**src/rtl/tks_pkg.sv**
```systemverilog
// Shared definitions for the top-k score selector: list depth, widths,
// the entry and command types passed along the cell row, and state codes.
// No dependencies.
`default_nettype none

package tks_pkg;

    localparam int MAX_K   = 16;
    localparam int CNT_W   = $clog2(MAX_K + 1);
    localparam int TOPK_W  = 5;
    localparam int CMP_W   = (CNT_W > TOPK_W) ? CNT_W : TOPK_W;
    localparam int IDXV_W  = 32;
    localparam int SCORE_W = 32;
    localparam int CFG_W   = 32;

    localparam logic [TOPK_W-1:0]  TOPK_RESET   = TOPK_W'(16);
    localparam logic [SCORE_W-1:0] THRESH_RESET = {1'b1, {(SCORE_W-1){1'b0}}};

    // Configuration register indexes
    localparam logic REG_TOP_K  = 1'b0;
    localparam logic REG_THRESH = 1'b1;

    // Input item kinds
    localparam logic KIND_OFFER  = 1'b0;
    localparam logic KIND_FINISH = 1'b1;

    typedef struct packed {
        logic [IDXV_W-1:0]         idx;
        logic signed [SCORE_W-1:0] score;
    } t_entry;

    typedef struct packed {
        logic insert;   // place the candidate, pushing lower entries down
        logic emit;     // move every entry one place towards the head
    } t_cmd;

    typedef enum logic [1:0] {
        ST_IDLE = 2'b01,
        ST_EMIT = 2'b10
    } t_state;

endpackage

`default_nettype wire

```
**src/rtl/tks_cell.sv**
```systemverilog
// One place of the sorted list: holds an entry, compares it with the
// candidate and hands entries to its neighbours. Depends on tks_pkg.
`default_nettype none

module tks_cell (
    input  wire              i_clk,
    input  tks_pkg::t_cmd    i_cmd,
    input  wire              i_occupied,
    input  tks_pkg::t_entry  i_cand,
    input  tks_pkg::t_entry  i_prev,
    input  wire              i_prev_ahead,
    input  tks_pkg::t_entry  i_next,
    output tks_pkg::t_entry  o_data,
    output logic             o_ahead
);
    import tks_pkg::*;

    t_entry r_data;
    t_entry n_data;

    // The candidate belongs at or before this place when the place is free
    // or holds a strictly lower score, so ties leave the older entry first.
    assign o_ahead = !i_occupied || (i_cand.score > r_data.score);
    assign o_data  = r_data;

    always_comb begin
        n_data = r_data;
        if (i_cmd.emit) begin
            n_data = i_next;
        end else if (i_cmd.insert && o_ahead) begin
            n_data = i_prev_ahead ? i_prev : i_cand;
        end
    end

    always_ff @(posedge i_clk) begin
        r_data <= n_data;
    end

endmodule

`default_nettype wire

```
**src/rtl/top_k_score_selector.sv**
```systemverilog
// Top level of the top-k score selector: configuration registers, list
// control, the row of tks_cell places and the output register.
// Depends on tks_pkg and tks_cell.
// Candidate: one candidate per cycle while idle.
// Finish: n results (one when the list is empty) leave the output register
// one per cycle while the output is not stalled, the head cell feeding it
// while the row shifts up; no input is taken until the last one is loaded.
// Reset (synchronous): list empty, top_k 16, threshold at the lowest score.
`default_nettype none

module top_k_score_selector (
    input  wire                            i_clk,
    input  wire                            i_rst_n,
    input  wire                            i_in_valid,
    output logic                           o_in_stall,
    input  wire                            i_kind,
    input  wire  [tks_pkg::IDXV_W-1:0]     i_item_index,
    input  wire  signed [tks_pkg::SCORE_W-1:0] i_score,
    output logic                           o_out_valid,
    input  wire                            i_out_stall,
    output logic [tks_pkg::IDXV_W-1:0]     o_entry_index,
    output logic signed [tks_pkg::SCORE_W-1:0] o_entry_score,
    output logic                           o_entry_valid,
    output logic [tks_pkg::CNT_W-1:0]      o_result_count,
    output logic                           o_last_of_list,
    input  wire                            i_cfg_we,
    input  wire                            i_cfg_index,
    input  wire  [tks_pkg::CFG_W-1:0]      i_cfg_data
);
    import tks_pkg::*;

    logic [TOPK_W-1:0]         r_top_k;
    logic signed [SCORE_W-1:0] r_thresh;
    t_state                    r_state;
    logic [CNT_W-1:0]          r_cnt;
    logic [CNT_W-1:0]          r_rem;
    logic [CNT_W-1:0]          r_n;
    logic                      r_ov;
    t_entry                    r_out;
    logic                      r_out_ev;
    logic [CNT_W-1:0]          r_out_cnt;
    logic                      r_out_last;

    logic [CNT_W-1:0] w_cap;
    logic [CNT_W-1:0] w_eff;
    logic             w_accept;
    logic             w_pass;
    logic             w_out_free;
    logic             w_load;
    t_cmd             w_cmd;
    t_entry           w_cand;
    t_entry           w_cell      [MAX_K];
    t_entry           w_prev      [MAX_K];
    t_entry           w_next      [MAX_K];
    logic [MAX_K-1:0] w_ahead;
    logic [MAX_K-1:0] w_prev_ahead;
    logic [MAX_K-1:0] w_occ;

    // Capacity: top_k of zero acts as one, values past the row saturate.
    always_comb begin
        if (r_top_k == '0) begin
            w_cap = CNT_W'(1);
        end else if (CMP_W'(r_top_k) > CMP_W'(MAX_K)) begin
            w_cap = CNT_W'(MAX_K);
        end else begin
            w_cap = CNT_W'(r_top_k);
        end
        w_eff = (r_cnt > w_cap) ? w_cap : r_cnt;
    end

    assign o_in_stall = (r_state != ST_IDLE);
    assign w_accept   = i_in_valid && !o_in_stall;
    assign w_pass     = !(r_thresh > i_score);
    assign w_out_free = !r_ov || !i_out_stall;
    assign w_load     = (r_state == ST_EMIT) && w_out_free;

    assign w_cand.idx   = i_item_index;
    assign w_cand.score = i_score;

    assign w_cmd.insert = w_accept && (i_kind == KIND_OFFER) && w_pass;
    assign w_cmd.emit   = w_load && (r_n != '0);

    genvar g;
    generate
        for (g = 0; g < MAX_K; g++) begin : g_cell
            assign w_occ[g] = (CNT_W'(g) < w_eff);
            if (g == 0) begin : g_head
                assign w_prev[g]       = w_cand;
                assign w_prev_ahead[g] = 1'b0;
            end else begin : g_body
                assign w_prev[g]       = w_cell[g-1];
                assign w_prev_ahead[g] = w_ahead[g-1];
            end
            if (g == MAX_K - 1) begin : g_tail
                assign w_next[g] = w_cell[g];
            end else begin : g_mid
                assign w_next[g] = w_cell[g+1];
            end
            tks_cell u_cell (
                .i_clk        (i_clk),
                .i_cmd        (w_cmd),
                .i_occupied   (w_occ[g]),
                .i_cand       (w_cand),
                .i_prev       (w_prev[g]),
                .i_prev_ahead (w_prev_ahead[g]),
                .i_next       (w_next[g]),
                .o_data       (w_cell[g]),
                .o_ahead      (w_ahead[g])
            );
        end
    endgenerate

    always_ff @(posedge i_clk) begin
        if (!i_rst_n) begin
            r_top_k  <= TOPK_RESET;
            r_thresh <= THRESH_RESET;
            r_state  <= ST_IDLE;
            r_cnt    <= '0;
            r_rem    <= '0;
            r_n      <= '0;
            r_ov     <= 1'b0;
        end else begin
            if (i_cfg_we) begin
                case (i_cfg_index)
                    REG_TOP_K:  r_top_k  <= i_cfg_data[TOPK_W-1:0];
                    REG_THRESH: r_thresh <= i_cfg_data[SCORE_W-1:0];
                    default:    r_top_k  <= r_top_k;
                endcase
            end

            if (w_cmd.insert) begin
                r_cnt <= (w_eff < w_cap) ? w_eff + CNT_W'(1) : w_eff;
            end

            if (!w_load && !i_out_stall) begin
                r_ov <= 1'b0;
            end

            case (r_state)
                ST_IDLE: begin
                    if (w_accept && (i_kind == KIND_FINISH)) begin
                        r_n     <= r_cnt;
                        r_rem   <= r_cnt;
                        r_cnt   <= '0;
                        r_state <= ST_EMIT;
                    end
                end
                ST_EMIT: begin
                    if (w_load) begin
                        r_ov  <= 1'b1;
                        r_rem <= r_rem - CNT_W'(1);
                        if (r_n == '0 || r_rem == CNT_W'(1)) begin
                            r_state <= ST_IDLE;
                        end
                    end
                end
                default: r_state <= ST_IDLE;
            endcase
        end
    end

    // Output register payload
    always_ff @(posedge i_clk) begin
        if (w_load) begin
            if (r_n == '0) begin
                r_out      <= '0;
                r_out_ev   <= 1'b0;
                r_out_cnt  <= '0;
                r_out_last <= 1'b1;
            end else begin
                r_out      <= w_cell[0];
                r_out_ev   <= 1'b1;
                r_out_cnt  <= r_n;
                r_out_last <= (r_rem == CNT_W'(1));
            end
        end
    end

    assign o_out_valid    = r_ov;
    assign o_entry_index  = r_out.idx;
    assign o_entry_score  = r_out.score;
    assign o_entry_valid  = r_out_ev;
    assign o_result_count = r_out_cnt;
    assign o_last_of_list = r_out_last;

endmodule

`default_nettype wire

```
**config.mk**
```make
export PLATFORM = sky130hd
export DESIGN_NAME = top_k_score_selector
export DESIGN_NICKNAME = d
export VERILOG_FILES = /design/src/rtl/tks_pkg.sv /design/src/rtl/tks_cell.sv /design/src/rtl/top_k_score_selector.sv
export SDC_FILE = /design/constraint.sdc
export NUM_CORES = 2
export LEC_CHECK = 0
export BUFFER_PORTS_ARGS = -buffer_cell sky130_fd_sc_hd__buf_2
export CAP_MARGIN = 20
export CORE_UTILIZATION = 30
export CTS_CLUSTER_SIZE = 28
export DETAILED_ROUTE_END_ITERATION = 10
export HOLD_SLACK_MARGIN = 0.02
export PLACE_DENSITY_LB_ADDON = 0.05
export SYNTH_ARGS = -nofsm -noshare
export SYNTH_HDL_FRONTEND = slang
export SYNTH_SLANG_ARGS = --single-unit
```
**constraint.sdc**
```tcl
create_clock -name i_clk -period 9.8 [get_ports i_clk]
set_clock_uncertainty 0.05 [all_clocks]
set_input_delay 1.96 -clock i_clk [delete_from_list [all_inputs] [get_ports i_clk]]
set_output_delay 1.96 -clock i_clk [all_outputs]
set_load 0.1 [all_outputs]
```
[Word level (Yosys, flattened, before mapping)]
Index checks and enable logic that the tools add are counted.
Word-level totals
  register bits after elaboration: 1150
  logic and storage cells: 242
Operators by class
  eq/ne operators: 7
  magnitude comparators: 36
  mux-type cells: 63
  bitwise operators: 3
  reduce and logical (&&, ||, !) cells: 87
  $add $sub $neg: 2
Operators with widths (number)
  64-bit 2-to-1 mux: 45
  32-bit > comparator: 17
  5-bit 2-to-1 mux: 9
  4-bit by 5-bit less-than comparator with 1-bit output, first input constant: 8
  2-bit nonzero test: 16
  1-bit logical AND: 23
  1-bit logical NOT: 21
  3-bit by 5-bit less-than comparator with 1-bit output, first input constant: 4
  1-bit logical OR: 18
  5-bit logical NOT: 2
  1-bit by 5-bit less-than comparator with 1-bit output, first input constant: 2
  2-bit by 5-bit less-than comparator with 1-bit output, first input constant: 2
  5-bit one-hot mux with 2 select lines: 1
  2-bit AND reduction: 4
  2-bit 2-to-1 mux: 3
  3-bit AND reduction: 2
  5-bit by 1-bit adder with 5-bit output, second input constant: 1
  5-bit by 1-bit equality test with 1-bit output, second input constant: 1
  5-bit > comparator: 1
  5-bit > comparator, second input constant: 1
  5-bit less-than comparator: 1
  5-bit nonzero test: 1
  5-bit by 1-bit subtractor with 5-bit output, second input constant: 1
  1-bit 2-to-1 mux: 4
  other kinds (6): 10

[Longest topological paths before layout]
  word-level depth: 11
  gate-level depth with buffers: 16

[Modules after synthesis]
Synthesis repeated with hierarchy kept, for this count alone.
Unflattened totals
  cell total of the unflattened synthesis: 6978
  area, all modules: 71454.8 sq um
By module, submodules not included
  tks_cell (g_cell[0].u_cell ...): instances 15, area an instance 4078.9 sq um, cells each 398
  top_k_score_selector: instances 1, area an instance 6162.2 sq um, cells each 612
  tks_cell (g_cell[9].u_cell): instances 1, area an instance 4108.9 sq um, cells each 396

[Worst setup path before layout]
OpenSTA, ideal clock, no wires.
  path kind: input to register
  start: in i_score[19] (netlist bit)
  end: reg g_cell[10].u_cell.r_data, in the netlist g_cell[10].u_cell.o_data[0] (enable)
  path buffers: 2
  setup time: 0.575 ns
  required time: 9.175 ns
  arrival: 8.736 ns
  path slack: 0.439 ns
  stages: 12
  cell sequence: clkbuf_1 > inv_1 > ha_1 > a21oi_1 > o21ai_0 > a221o_1 > a22oi_1 > nor4b_1 > mux2_2 > nand2_1 > buf_1 > o21ai_0
Between the ends
  word-level cells in the longest chain between the ends: 5
  elaborated cells between the ends (all ways): 7
  classes of those cells: 2 x order compare; 5 x reduce/logical
RTL lines
  start, declared: RTL line top_k_score_selector.sv:18  | input wire signed [tks_pkg::SCORE_W-1:0] i_score,
  32-bit > comparator: RTL line top_k_score_selector.sv:73  | assign w_pass = !(r_thresh > i_score);
  1-bit logical NOT: RTL line top_k_score_selector.sv:73
  1-bit logical AND: RTL line top_k_score_selector.sv:80  | assign w_cmd.insert = w_accept && (i_kind == KIND_OFFER) && w_pass;
  1-bit logical AND (*): RTL line tks_cell.sv:30  | end else if (i_cmd.insert && o_ahead) begin
  2-bit nonzero test (no line) (*)
  end signal, assigned: RTL line tks_cell.sv:36  | r_data <= n_data;
  end, declared: RTL line tks_cell.sv:18  | t_entry r_data;
Mark *: on every way between the ends. The rest lies on a longest branch, timed or not.
A chain may end at the register's enable or synchronous reset.

[Worst setup path after layout]
  start: in i_score[27] (netlist bit)
  end: reg g_cell[0].u_cell.r_data, in the netlist g_cell[0].u_cell.o_data[35] (enable)
Between the ends
  word-level cells in the longest chain between the ends: 5
  elaborated cells between the ends (all ways): 7
  classes of those cells: 2 x order compare; 5 x reduce/logical
RTL lines (RTL line)
  32-bit > comparator: top_k_score_selector.sv:73
  1-bit logical NOT: top_k_score_selector.sv:73
  1-bit logical AND: top_k_score_selector.sv:80
  1-bit logical AND (*): tks_cell.sv:30
  2-bit nonzero test (no line) (*)
  end signal, assigned: tks_cell.sv:36
  end, declared: tks_cell.sv:18
Marked as above.

==> results.sh <==
export IMPL_dp_hpwl_um=199000
export IMPL_ys_seq_area_share_pct=47.2
export IMPL_synth_main_ff_cell="edfxtp_1"
export IMPL_synth_top_cell_area_share_pct=45.7
export IMPL_violations="DRC, slew limit"
export IMPL_drv_slew=2
export IMPL_nNetsFinal=7797
export IMPL_reg2reg_from="g_cell[0].u_cell.o_data[31]$_DFFE_PP_"
export IMPL_antenna_found_initial=18
export IMPL_cts_sinks=1150
export IMPL_die_x_um=492
export IMPL_drt_iter0_drc=5048
export IMPL_drt_pass1_iter_count=9
export IMPL_worstSetupStartpointType="input port"
export IMPL_path_max_fanout=30
export IMPL_whs_ns=0.414
export IMPL_cts_buffers=154
export IMPL_root_buffer="clkbuf_16"
export IMPL_grtUsageTotal_pct=24.6
export IMPL_synth_top_area_cell="edfxtp_1"
export IMPL_worstHoldStart="r_n[4]$_SDFFE_PN0P_"
export IMPL_finalSetupViolCount=0
export IMPL_synthArstFlopShare_pct=0
export IMPL_mostFrequentLayoutCells="1213 x nand2_1, 1095 x edfxtp_1, 569 x inv_1"
export IMPL_cap_violations=0
export IMPL_cts_buffer_depth=3
export IMPL_hold_path_class="reg2reg"
export IMPL_clock_latency_ns=0.82
export IMPL_clk_pin_slew_worst_paths_ns=0.06
export IMPL_avgSynthCellArea_um2=9.96
export IMPL_p_total_w=0.0132
export IMPL_leakage_nw=34.0
export IMPL_hold_violations=0
export IMPL_status="finished with violations"
export IMPL_port_buffers=175
export IMPL_synthToLayoutAreaGrowth_pct=12.5
export IMPL_grt_max_degree=220
export IMPL_die_area_um2=242000
export IMPL_first_global_vias=56533
export IMPL_finalCritPeriodShare_pct=71.8
export IMPL_ir_worst_vdd_uv=122
export IMPL_die_y_um=492
export IMPL_vias=57155
export IMPL_drc=38
export IMPL_synth_edff_count=1095
export IMPL_end_kind="flip-flop"
export IMPL_postSynthNetCount=7884
export IMPL_syn_area_um2=71900
export IMPL_place_congestion=0.885
export IMPL_avgRoutedWirePerCell_um=29.1
export IMPL_htreeDepth=4
export IMPL_powerDensity_nw_per_um2=163
export IMPL_pin_count=176
export IMPL_ys_seq_elements=1150
export IMPL_postCtsHoldBufs=0
export IMPL_fmax_ghz=0.142
export IMPL_critPathKind="in2reg"
export IMPL_slew_headroom_pct=-4.61
export IMPL_num_fill_cells=24268
export IMPL_worst_ep_arrival_time_ns=7.49
export IMPL_cts_tree="built"
export IMPL_layout_drive_gt1_share_pct=10.0
export IMPL_drtAntennaViolNets=0
export IMPL_rows=179
export IMPL_synth_cell_type_count=68
export IMPL_netlist_instances=7225
export IMPL_cts_setup_buffers=0
export IMPL_cts_repair_resized=0
export IMPL_drt_total_wl_um=304000
export IMPL_routed_via_density=5.48
export IMPL_synth_area_leaders="edfxtp_1 46%, ha_1 9.7%, mux2i_1 6.9%, nand2_1 6.4%, inv_1 3.0%"
export IMPL_startpoint="i_score[27]"
export IMPL_rsz0062_at_grt="no"
export IMPL_start_util_pct=30.2
export IMPL_fin_tns_setup_ns=0
export IMPL_coreArea_um2=238000
export IMPL_layout_commonest_cell="nand2_1"
export IMPL_worst_slew_pin_slew_ns=1.57
export IMPL_grt_pass1_wl_um=431000
export IMPL_crit_required_ns=10.25
export IMPL_ys_warn_count=0
export IMPL_period_needed_ns=7.04
export IMPL_gr_total_overflow=0
-- Yosys cell counts (132+ instances only) --
| master | count |
|---|---|
| clkbuf_1 | 412 |
| nand2_1 | 1222 |
| mux2i_1 | 495 |
| a21oi_1 | 301 |
| nor2_1 | 308 |
| mux2_2 | 132 |
| nand3_1 | 233 |
| ha_1 | 556 |
| o221ai_1 | 187 |
| inv_1 | 571 |
| edfxtp_1 | 1095 |
| o21ai_0 | 380 |
-- area by class of cell --
class	instances	area, µm²	area share, %
diodes	3	7.51	0.00928
well taps	3167	3960	4.90
inverters	571	2150	2.65
clock buffers	200	4150	5.13
clock inverters	86	686	0.847
multi-input cells	4955	33900	41.9
flip-flops and latches	1150	34000	42.0
repair buffers	306	2080	2.58
-- per-layer routing --
layer | share of wire, % | up-vias | GRT usage [%]
li1 | - | 26313 | -
met1 | 47 | 28827 | 34.8
met2 | 45 | 1697 | 39.3
met3 | 4.9 | 318 | 3.06
met4 | 2.6 | 0 | 6.54
met5 | 0 | - | 0
-- power breakdown --
group	internal [W]	leakage, nW	switching [W]
sequential	0.00565	10.6	0.000133
combinational	0.000575	21.1	0.00125
clock	0.00318	2.35	0.00244
-- cells by family after synthesis --
| kind of cell | synth area share, % |
|---|---|
| flops | 47.2 |
| buf+inv | 6.18 |
| mux | 8.95 |
| compound gates | 15.0 |
| simple gates | 12.9 |
| fa+ha+maj | 9.67 |
| xor+xnor | 0.0609 |
-- final timing paths --
kind,slack (ns),to,cells past startpoint
max,2.76,g_cell[0].u_cell.o_data[35]$_DFFE_PP_,12
max reg2reg,3.86,g_cell[0].u_cell.o_data[35]$_DFFE_PP_,11
min,0.41,o_result_count[4]$_SDFFCE_PP0P_,0
min reg2reg,0.41,o_result_count[4]$_SDFFCE_PP0P_,0
-- through the flow --
stage	std cells	area, µm²	utilization, %	worst slack, ns
global route	10436	80900	34.0	2.80
CTS	10433	80900	34.0	2.97
detailed placement	10147	76100	31.9	2.11
global placement	10143	76000	31.9	1.58
finish	10438	80900	34.0	2.76
floorplan	7225	71900	-	0.439
-- worst max-delay path, cell delays in order --
cell	delay (ns)
buf_2	0.10
buf_4	0.35
ha_1	0.33
a21oi_1	0.13
o21ai_0	0.36
a221oi_1	1.38
a21boi_0	0.30
a41oi_1	0.34
nand3_4	0.70
nand3_1	0.38
nand2_4	0.48
buf_4	0.53
-- registers in the layout, indices dropped and copies added (netlist names), 2 cells and up --
name / count
o_entry_index: 32
o_result_count: 5
r_top_k: 5
r_n: 5
r_state: 2
r_cnt: 5
r_thresh: 32
g_cell.u_cell.o_data: 1024
r_rem: 5
o_entry_score: 32
Power figures use the tool's default switching activity.
